### src/hw/rtl/svft_pkg.sv
`timescale 1ns / 1ps
// Shared types and constants for the sorted value frequency table.
// Used by svft_cell, sorted_value_frequency_table and the testbench.
package svft_pkg;

  localparam int unsigned KeyW   = 32;
  localparam int unsigned CountW = 16;
  localparam logic [CountW-1:0] COUNT_MAX = '1;

  // One table slot: occupancy, key and occurrence count
  typedef struct packed {
    logic                     valid;
    logic signed [KeyW-1:0]   key;
    logic        [CountW-1:0] count;
  } entry_t;

  // Per-cycle commands broadcast to every cell of the chain
  typedef struct packed {
    logic hit_en;   // a key transaction is presented for matching
    logic ins_en;   // the key is new and there is room: open a slot
    logic shift_en; // drain: hand every entry one cell towards the head
  } cell_ctl_t;

  typedef enum logic {
    ST_COLLECT,
    ST_DRAIN
  } state_e;

endpackage

### src/hw/rtl/svft_cell.sv
`timescale 1ns / 1ps
// One cell of the sorted chain: holds a single key/count entry.
// Depends on svft_pkg for entry_t and cell_ctl_t.
module svft_cell (
  input  logic                     clk_i,
  input  logic                     rst_ni,
  input  svft_pkg::cell_ctl_t      ctl_i,
  input  logic signed [31:0]       key_i,
  input  svft_pkg::entry_t         prev_ent_i,
  input  logic                     prev_gt_i,
  input  svft_pkg::entry_t         next_ent_i,
  output svft_pkg::entry_t         ent_o,
  output logic                     gt_o,
  output logic                     hit_o
);
  import svft_pkg::*;

  logic                     valid_q, valid_d;
  logic signed [KeyW-1:0]   key_q, key_d;
  logic        [CountW-1:0] count_q, count_d;

  assign ent_o = '{valid: valid_q, key: key_q, count: count_q};
  assign gt_o  = valid_q && (key_q > key_i);
  assign hit_o = valid_q && (key_q == key_i);

  always_comb begin
    valid_d = valid_q;
    key_d   = key_q;
    count_d = count_q;
    if (ctl_i.shift_en) begin
      valid_d = next_ent_i.valid;
      key_d   = next_ent_i.key;
      count_d = next_ent_i.count;
    end else if (ctl_i.hit_en && hit_o) begin
      if (count_q != COUNT_MAX) begin
        count_d = count_q + CountW'(1);
      end
    end else if (ctl_i.ins_en) begin
      if (prev_gt_i) begin
        // make room: take the left neighbour's entry
        valid_d = prev_ent_i.valid;
        key_d   = prev_ent_i.key;
        count_d = prev_ent_i.count;
      end else if (prev_ent_i.valid && (gt_o || !valid_q)) begin
        valid_d = 1'b1;
        key_d   = key_i;
        count_d = CountW'(1);
      end
    end
  end

  always_ff @(posedge clk_i or negedge rst_ni) begin
    if (!rst_ni) begin
      valid_q <= 1'b0;
    end else begin
      valid_q <= valid_d;
    end
  end

  always_ff @(posedge clk_i) begin
    key_q   <= key_d;
    count_q <= count_d;
  end

endmodule

### config.mk
export PLATFORM = sky130hd
export DESIGN_NAME = svft_cell
export DESIGN_NICKNAME = d
export VERILOG_FILES = /design/src/hw/rtl/svft_pkg.sv /design/src/hw/rtl/svft_cell.sv
export SDC_FILE = /design/constraint.sdc
export NUM_CORES = 1
export LEC_CHECK = 0
export BUFFER_PORTS_ARGS = -buffer_cell sky130_fd_sc_hd__buf_2
export CORE_MARGIN = 1
export CORE_UTILIZATION = 31
export CTS_CLUSTER_DIAMETER = 60
export DETAILED_ROUTE_END_ITERATION = 8
export GPL_ROUTABILITY_DRIVEN = 0
export PLACE_DENSITY = 0.61
export REMOVE_ABC_BUFFERS = 1
export SYNTH_ARGS = -nofsm -noshare
export SYNTH_HDL_FRONTEND = slang
export SYNTH_SLANG_ARGS = --single-unit
### constraint.sdc
create_clock -name clk_i -period 3.4 [get_ports clk_i]
set_input_delay 0.17 -clock clk_i [delete_from_list [all_inputs] [get_ports clk_i]]
set_output_delay 0.17 -clock clk_i [all_outputs]
set_load 0.01 [all_outputs]
==> impl_metrics.env, run 1 <==
export IMPL_hold_path_class="primary input to flop"
export IMPL_synth_top_cells_by_area="edfxtp_1 38%, ha_1 11%, mux2i_1 8.5%"
export IMPL_routed_wl_um=10200
export IMPL_min_to="key_q[18]$_DFFE_PP_"
export IMPL_first_pass_iters=4
export IMPL_grt_first_pass_wirelength_um=16700
export IMPL_holdCritStartpoint="next_ent_i[34]"
export IMPL_syn_cell_area_um2=3780
export IMPL_fill_cells=1176
export IMPL_fmax_mhz=343
export IMPL_drc=0
export IMPL_grt_pass1_vias=3571
export IMPL_vias=3628
export IMPL_irDropWorstVdd_mv=0.241
export IMPL_viasPerCell=4.84
export IMPL_required_ns=3.37
export IMPL_synth_area_per_cell_um2=8.84
export IMPL_ant_nets=0
export IMPL_p_leak_uw=0.00249
export IMPL_maxCapViolations=0
export IMPL_area_growth_syn_to_layout_pct=31.1
export IMPL_timing_rr_start="key_q[27]$_DFFE_PP_"
export IMPL_post_route_min_period_ns=2.91
export IMPL_holdPathStages=3
export IMPL_rsz0062_at_grt="no"
export IMPL_status="finished clean"
export IMPL_synth_top_area_frac=0.381
export IMPL_wl_per_cell_um=13.7
export IMPL_synth_cells=428
export IMPL_r2r_slack_ns=0.49
export IMPL_pwr_share_comb=0.281
export IMPL_critical_path_class="flop to flop"
export IMPL_cp_cell_sequence="ha_1 -> nand4_1 -> nor4_1 -> o31a_1 -> o21bai_1 -> a32oi_1 -> or2_1 -> buf_4"
export IMPL_slowest_stage="nor4_1"
export IMPL_endpoint_kind="flop"
export IMPL_portBuffers=186
export IMPL_drt_iter0_drc=154
export IMPL_ys_seq_elements=49
export IMPL_max_slew_margin=0.494
export IMPL_critPathMaxFanout=16
export IMPL_setup_viol=0
export IMPL_async_flop_share=0.0204
export IMPL_met3_usage=0.0302
export IMPL_power_internal_uw=1240
export IMPL_cts_buffer_depth=2
export IMPL_p_switching_uw=532
export IMPL_dieArea_um2=12700
export IMPL_cts_num_sinks=49
export IMPL_finalMaxSlewViolations=0
export IMPL_p_seq_frac=0.452
export IMPL_numCtsBuffers=5
export IMPL_timing_hold_ws_ns=0.157
export IMPL_synth_top_area_cell="edfxtp_1"
export IMPL_tightestPinTransition_ns=0.759
export IMPL_critPathArrivalTime_ns=2.89
export IMPL_grt_max_degree=46
export IMPL_yosysWarningCount=0
export IMPL_row_count=39
export IMPL_p_clk_frac=0.268
export IMPL_worstSetupStartpointType="flop"
export IMPL_grt_busiest_layer="met2"
export IMPL_synthDistinctLibCells=45
export IMPL_reg2reg_to="key_q[0]$_DFFE_PP_"
export IMPL_ff2ff_path_depth=8
export IMPL_antenna_found_initial=0
export IMPL_yosysSeqAreaShare=0.388
export IMPL_path_clk_slew_ns=0.07
export IMPL_synth_ff_type="edfxtp_1"
export IMPL_utilization=0.425
export IMPL_cts_root_buf="clkbuf_16"
export IMPL_grtUsageMet2=0.304
export IMPL_start_util=0.324
export IMPL_setup_tns_ns=0
export IMPL_drive_gt1_frac=0.335
export IMPL_met1_usage=0.197
export IMPL_cellPowerDensity_nw_per_um2=358
export IMPL_die_w_um=112
export IMPL_dp_hpwl_um=8390
export IMPL_insertion_delay_ns=0.29
export IMPL_switching_share=0.300
export IMPL_critPathMaxStageDelay_ns=0.58
export IMPL_antennaDiodeCount=0
export IMPL_final_cell_mix="186 x buf_2, 76 x nand2_1, 50 x o21ai_0, 48 x edfxtp_1, 36 x inv_1"
export IMPL_io_pins=187
export IMPL_core_area_um2=11700
export IMPL_cts_tree="done"
export IMPL_hold_viol=0
export IMPL_grt_ovfl_total=0
export IMPL_cts_htree_levels=2
export IMPL_chipHeight_um=112
export IMPL_fin_nets=775
export IMPL_track_usage=0.164
export IMPL_clock_skew_ns=0.00696
export IMPL_synth_edff_count=48
export IMPL_period_share=0.857
export IMPL_final_common_cell="buf_2"
-- kinds of logic (layout without fill, tap and decap cells) --
family                     Yosys count  after routing  synth area share
adders and majority gates           33             33             0.109
AOI/OAI and AO/OA                   98             98             0.143
buffers and inverters               59            237            0.0708
muxes                               32             32            0.0847
DFF                                 49             49             0.388
and+or+nand+nor                    143            143             0.172
xor gates and xnor gates            14             14            0.0324
-- power groups by stage --
| stage | registers (uW) | logic (uW) | clock network, uW |
|---|---|---|---|
| 6_report | 802 | 499 | 475 |
| 5_1_grt | 813 | 565 | 509 |
| 4_1_cts | 803 | 508 | 486 |
| 3_5_place_dp | 816 | 504 | 0 |
| 3_3_place_gp | 811 | 495 | 0 |
| 2_1_floorplan | 842 | 221 | 0 |
-- state kept, by name, summed over array words and instances, names as in the netlist --
register / count
valid_q: 1
count_q: 16
key_q: 32
-- final cells by class --
type / count / area (um2) / share of cell area
inverters: 36 / 135 / 0.0272
clock inverters: 2 / 11.3 / 0.00227
well taps: 143 / 179 / 0.0361
multi-input cells: 320 / 2050 / 0.413
clock buffers: 5 / 125 / 0.0252
repair buffers: 194 / 993 / 0.200
flip-flops and latches: 49 / 1470 / 0.296
-- how the worst max path moves through the flow --
stage                              from             endpoint  slack [ns]  cells after the start
floorplan           key_q[30]$_DFFE_PP_   key_q[0]$_DFFE_PP_        0.20                      8
global placement    key_q[27]$_DFFE_PP_   key_q[6]$_DFFE_PP_        0.51                      8
detailed placement  key_q[27]$_DFFE_PP_   key_q[5]$_DFFE_PP_        0.43                      8
CTS                 key_q[30]$_DFFE_PP_   key_q[1]$_DFFE_PP_        0.40                      8
global route        key_q[30]$_DFFE_PP_  key_q[11]$_DFFE_PP_        0.29                      8
finish              key_q[27]$_DFFE_PP_   key_q[0]$_DFFE_PP_        0.49                      8
-- layer usage --
metal	vias to the layer above	wire length, um
met2	130	5150
met4	0	77
met5	-	0
li1	1867	-
met3	7	637
met1	1624	4370
-- worst max-delay path: cells and delay by family (launching register included) --
kind | cells | cell delay, ns
AND/OR/NAND/NOR | 3 | 0.96
AO/OA/AOI/OAI | 3 | 0.65
flip-flops | 1 | 0.39
adder cells (fa/ha/maj) | 1 | 0.33
buffers and inverters | 1 | 0.27
-- stage by stage --
step | total power, uW | cell area, um2 | instances | setup slack, ns
floorplan | 1060 | 3650 | 405 | 0.203
global placement | 1310 | 4810 | 741 | 0.512
detailed placement | 1320 | 4810 | 741 | 0.431
CTS | 1800 | 4960 | 749 | 0.403
global route | 1890 | 4960 | 749 | 0.293
finish | 1780 | 4960 | 749 | 0.485
-- synth_stat cells, types with 2 or more instances --
master    count
buf_2         2
edfxtp_1     48
xnor2_1      10
xor2_1        4
nand3b_1      2
buf_4         2
nand3_1      10
clkbuf_1     13
a21oi_1      32
a211oi_1      2
inv_1        36
nor4_1        2
buf_6         4
ha_1         33
mux2i_1      32
and2_1        2
nor3_1        4
a21o_1        3
and3_1        7
nand4_1      11
o21ai_0      50
nor2_1       21
nand2_1      76
-- what timing repair did --
| action | CTS | global route |
|---|---|---|
| hold buffers | 1 | 0 |
| endpoints found under the hold margin | 1 | 0 |
| gates resized for setup | 0 | 0 |
| buffers inserted | 0 | 0 |
No activity file was read; power rests on OpenSTA's default activity.
==> run 2: changes to the inputs <==
PLACE_DENSITY = not set   (was 0.61)
==> impl_metrics.env, run 2 (synthesized netlist as in run 1, its figures left out) <==
export IMPL_status="finished clean"
export IMPL_worstSetupStartpointType="flop"
export IMPL_critical_path_class="flop to flop"
export IMPL_area_growth_syn_to_layout_pct=30.6
export IMPL_numCtsBuffers=5
export IMPL_start_util=0.324
export IMPL_critPathArrivalTime_ns=2.87
export IMPL_fmax_mhz=340
export IMPL_critPathMaxStageDelay_ns=0.54
export IMPL_ant_nets=0
export IMPL_p_leak_uw=0.00249
export IMPL_cellPowerDensity_nw_per_um2=362
export IMPL_drive_gt1_frac=0.334
export IMPL_fin_nets=772
export IMPL_drt_iter0_drc=154
export IMPL_setup_viol=0
export IMPL_cts_setup_buffers=0
export IMPL_row_count=39
export IMPL_drc=0
export IMPL_maxCapViolations=0
export IMPL_top_regs="key_q: 32 flops, count_q: 16 flops, valid_q: 1 flops"
export IMPL_first_pass_iters=4
export IMPL_grt_ovfl_total=0
export IMPL_antennaDiodeCount=0
export IMPL_portBuffers=186
export IMPL_post_route_min_period_ns=2.94
export IMPL_cts_tree="done"
export IMPL_setup_tns_ns=0
export IMPL_vias=3572
export IMPL_hold_path_class="primary input to flop"
export IMPL_slowest_stage="or3_2"
export IMPL_finalMaxSlewViolations=0
export IMPL_largest_reg_flops=32
export IMPL_endpoint_kind="flop"
export IMPL_path_clk_slew_ns=0.07
export IMPL_antenna_found_initial=0
export IMPL_cp_cell_sequence="ha_1 -> nand4_1 -> or3_2 -> a21oi_1 -> o31a_1 -> o21bai_1 -> a32oi_1 -> or2_4"
export IMPL_regMostFlops="key_q"
export IMPL_dp_hpwl_um=8180
export IMPL_period_share=0.866
export IMPL_hold_viol=0
export IMPL_insertion_delay_ns=0.29
export IMPL_tightestPinTransition_ns=0.719
export IMPL_clock_skew_ns=0.00684
export IMPL_required_ns=3.33
export IMPL_core_area_um2=11700
export IMPL_cts_root_buf="clkbuf_16"
export IMPL_final_common_cell="buf_2"
export IMPL_final_cell_mix="186 x buf_2, 76 x nand2_1, 50 x o21ai_0, 48 x edfxtp_1, 36 x inv_1"
export IMPL_grt_pass1_vias=3426
export IMPL_wl_per_cell_um=13.8
export IMPL_dieArea_um2=12700
export IMPL_fill_cells=1199
export IMPL_critical_path_buf_inv_count=0
export IMPL_grt_max_degree=64
export IMPL_grt_first_pass_wirelength_um=16400
export IMPL_chipHeight_um=112
export IMPL_irDropWorstVdd_mv=0.206
export IMPL_viasPerCell=4.78
export IMPL_io_pins=187
export IMPL_die_w_um=112
export IMPL_cts_num_sinks=49
export IMPL_max_slew_margin=0.521
export IMPL_cts_htree_levels=2
export IMPL_crit_family="simple AND/OR/NAND/NOR gates"
export IMPL_routed_wl_um=10300
export IMPL_total_power_uw=1790
export IMPL_cts_buffer_depth=2
export IMPL_rsz0062_at_grt="no"
export IMPL_track_usage=0.163
export IMPL_critPathMaxFanout=32
[run 2: tightest hold or removal path: cells and delay by family]
kind / cells / cell delay (ns)
AOI/OAI and AO/OA: 1 / 0.06
buffers and inverters: 1 / 0.07
and+or+nand+nor: 1 / 0.04
[run 2: per-stage QoR]
step | setup slack (ns) | std cells | area [um2] | hold slack (ns) | utilization
global placement | 0.316 | 738 | 4790 | -0.0539 | 0.411
finish | 0.457 | 747 | 4940 | 0.162 | 0.424
CTS | 0.187 | 747 | 4940 | 0.157 | 0.424
detailed placement | 0.194 | 738 | 4790 | -0.0536 | 0.411
floorplan | 0.203 | 405 | 3650 | -0.126 | -
global route | 0.241 | 747 | 4940 | 0.167 | 0.424
[run 2: routing by layer]
metal / track usage / share of wire / vias to the layer above
met4: 0.0400 / 0.012 / 0
met5: 0 / 0 / -
met2: 0.280 / 0.47 / 125
met3: 0.0340 / 0.062 / 10
met1: 0.209 / 0.46 / 1570
li1: - / - / 1867
[run 2: path summary, 6_finish.rpt]
| kind | start | to | slack, ns | depth (start not counted) |
|---|---|---|---|---|
| worst min-delay path | next_ent_i[33] | key_q[17]$_DFFE_PP_ | 0.16 | 3 |
| worst max-delay path | key_q[14]$_DFFE_PP_ | key_q[24]$_DFFE_PP_ | 0.46 | 8 |
| worst min register to register | valid_q$_DFFE_PN0P_ | valid_q$_DFFE_PN0P_ | 0.76 | 2 |
| min in group asynchronous | rst_ni | valid_q$_DFFE_PN0P_ | 0.19 | 2 |
| max in group asynchronous | rst_ni | valid_q$_DFFE_PN0P_ | 3.13 | 2 |
| worst max register to register | key_q[14]$_DFFE_PP_ | key_q[24]$_DFFE_PP_ | 0.46 | 8 |
[run 2: power by group]
part           internal [uW]  total [uW]  leakage [uW]  switching, uW
Sequential               751         801      0.000506           49.7
Clock                    271         486     0.0000706            215
Combinational            225         501       0.00191            277
[run 2: layout make-up]
cell class	count	area, um2	share of cell area
clock inverter	2	10.0	0.00203
clock buffer	6	129	0.0261
sequential	49	1470	0.297
tap	143	179	0.0362
inverter	36	135	0.0273
multi-input combinational	320	2050	0.415
timing repair buffer	191	971	0.196
[run 2: what timing repair did]
item,CTS,global route
hold buffers,1,0
setup endpoints to repair,0,32
resized for setup,0,1
hold endpoints to repair,1,0
==> run 3: changes to the inputs <==
RECOVER_POWER = 100   (was not set)
==> impl_metrics.env, run 3 (synthesized netlist as in run 1, its figures left out) <==
export IMPL_final_common_cell="buf_2"
export IMPL_worstSetupStartpointType="flop"
export IMPL_critPathMaxStageDelay_ns=0.53
export IMPL_status="finished clean"
export IMPL_cts_root_buf="clkbuf_16"
export IMPL_r2r_slack_ns=0.46
export IMPL_critPathArrivalTime_ns=2.87
export IMPL_antenna_found_initial=0
export IMPL_hold_path_class="primary input to flop"
export IMPL_max_slew_margin=0.0752
export IMPL_numCtsBuffers=5
export IMPL_holdCritStartpoint="next_ent_i[33]"
export IMPL_min_to="key_q[17]$_DFFE_PP_"
export IMPL_grt_pass1_vias=3426
export IMPL_irDropWorstVdd_mv=0.201
export IMPL_row_count=39
export IMPL_timing_rr_start="key_q[14]$_DFFE_PP_"
export IMPL_tightestPinTransition_ns=1.39
export IMPL_wl_per_cell_um=13.9
export IMPL_cts_buffer_depth=2
export IMPL_rsz0062_at_grt="no"
export IMPL_drc=0
export IMPL_period_share=0.865
export IMPL_post_route_min_period_ns=2.94
export IMPL_final_cell_mix="134 x buf_2, 76 x nand2_1, 53 x clkbuf_1, 50 x o21ai_0, 48 x edfxtp_1"
export IMPL_viasPerCell=4.78
export IMPL_grt_first_pass_wirelength_um=16400
export IMPL_drive_gt1_frac=0.245
export IMPL_ant_nets=0
export IMPL_setup_viol=0
export IMPL_reg2reg_to="key_q[24]$_DFFE_PP_"
export IMPL_finalMaxSlewViolations=0
export IMPL_start_util=0.324
export IMPL_critPathMaxFanout=32
export IMPL_endpoint_kind="flop"
export IMPL_grt_ovfl_total=0
export IMPL_cts_num_sinks=49
export IMPL_p_leak_uw=0.00233
export IMPL_cp_cell_sequence="ha_1 -> nand4_1 -> or3_2 -> a21oi_1 -> o31a_1 -> o21bai_1 -> a32oi_1 -> or2_4"
export IMPL_dp_hpwl_um=8180
export IMPL_core_area_um2=11700
export IMPL_critical_path_class="flop to flop"
export IMPL_cts_htree_levels=2
export IMPL_antennaDiodeCount=0
export IMPL_top_regs="key_q: 32 flops, count_q: 16 flops, valid_q: 1 flops"
export IMPL_required_ns=3.33
export IMPL_die_w_um=112
export IMPL_largest_reg_flops=32
export IMPL_routed_wl_um=10400
export IMPL_fin_nets=772
export IMPL_drt_iter0_drc=131
export IMPL_slowest_stage="or3_2"
export IMPL_chipHeight_um=112
export IMPL_dieArea_um2=12700
export IMPL_hold_viol=0
export IMPL_regMostFlops="key_q"
export IMPL_setup_tns_ns=0
export IMPL_maxCapViolations=0
export IMPL_io_pins=187
export IMPL_path_clk_slew_ns=0.07
export IMPL_cellPowerDensity_nw_per_um2=364
export IMPL_clock_skew_ns=0.00610
export IMPL_grt_max_degree=64
export IMPL_fmax_mhz=340
export IMPL_area_growth_syn_to_layout_pct=28.5
export IMPL_cts_tree="done"
export IMPL_utilization=0.417
export IMPL_ff2ff_path_depth=8
export IMPL_portBuffers=186
export IMPL_first_pass_iters=4
export IMPL_holdPathStages=3
export IMPL_insertion_delay_ns=0.29
export IMPL_vias=3574
export IMPL_track_usage=0.163
-- run 3: stage by stage --
step                std cells  area, um2  worst slack, ns  hold slack, ns  total power [uW]
floorplan                 405       3650            0.203          -0.126              1060
global placement          738       4790            0.316         -0.0539              1300
detailed placement        738       4790            0.194         -0.0536              1320
CTS                       747       4940            0.187           0.157              1810
global route              747       4860            0.196           0.167              1880
finish                    747       4860            0.459           0.163              1770
-- run 3: metal layers --
metal | vias to the layer above | wire length, um | global-route usage
met5 | - | 0 | 0
met4 | 0 | 131 | 0.0400
met3 | 11 | 588 | 0.0340
met2 | 118 | 4870 | 0.280
met1 | 1581 | 4780 | 0.209
li1 | 1864 | - | -
-- run 3: how the worst max path moves through the flow --
stage / startpoint / end / slack, ns / cells past startpoint
finish: key_q[14]$_DFFE_PP_ / key_q[24]$_DFFE_PP_ / 0.46 / 8
global route: key_q[31]$_DFFE_PP_ / count_q[12]$_DFFE_PP_ / 0.20 / 8
CTS: key_q[14]$_DFFE_PP_ / key_q[19]$_DFFE_PP_ / 0.19 / 8
detailed placement: key_q[14]$_DFFE_PP_ / key_q[18]$_DFFE_PP_ / 0.19 / 8
global placement: key_q[14]$_DFFE_PP_ / key_q[18]$_DFFE_PP_ / 0.32 / 8
floorplan: key_q[30]$_DFFE_PP_ / key_q[0]$_DFFE_PP_ / 0.20 / 8
-- run 3: repair_timing --
item,CTS,global route
setup endpoints to repair,0,32
gates resized for setup,0,1
endpoints found under the hold margin,1,0
buffers inserted,0,0
hold buffers,1,0
-- run 3: final cells by class --
| cell class | instances | area, um2 |
|---|---|---|
| flip-flops and latches | 49 | 1470 |
| repair buffers | 191 | 901 |
| fillers | 1225 | 6800 |
| well taps | 143 | 179 |
| multi-input cells | 320 | 2040 |
| clock buffers | 6 | 129 |
| inverters | 36 | 135 |
| clock inverters | 2 | 10.0 |
-- run 3: worst max-delay path, delay by kind of cell (launching register included) --
family                   cells  cell delay (ns)
AND/OR/NAND/NOR              3             1.14
AO/OA/AOI/OAI                4             0.70
flip-flops                   1             0.39
adder cells (fa/ha/maj)      1             0.33
-- run 3: power by group --
part	internal [uW]	total [uW]	leakage (uW)	switching (uW)
combinational	207	482	0.00175	275
clock	271	484	0.0000706	213
sequential	751	803	0.000506	51.8
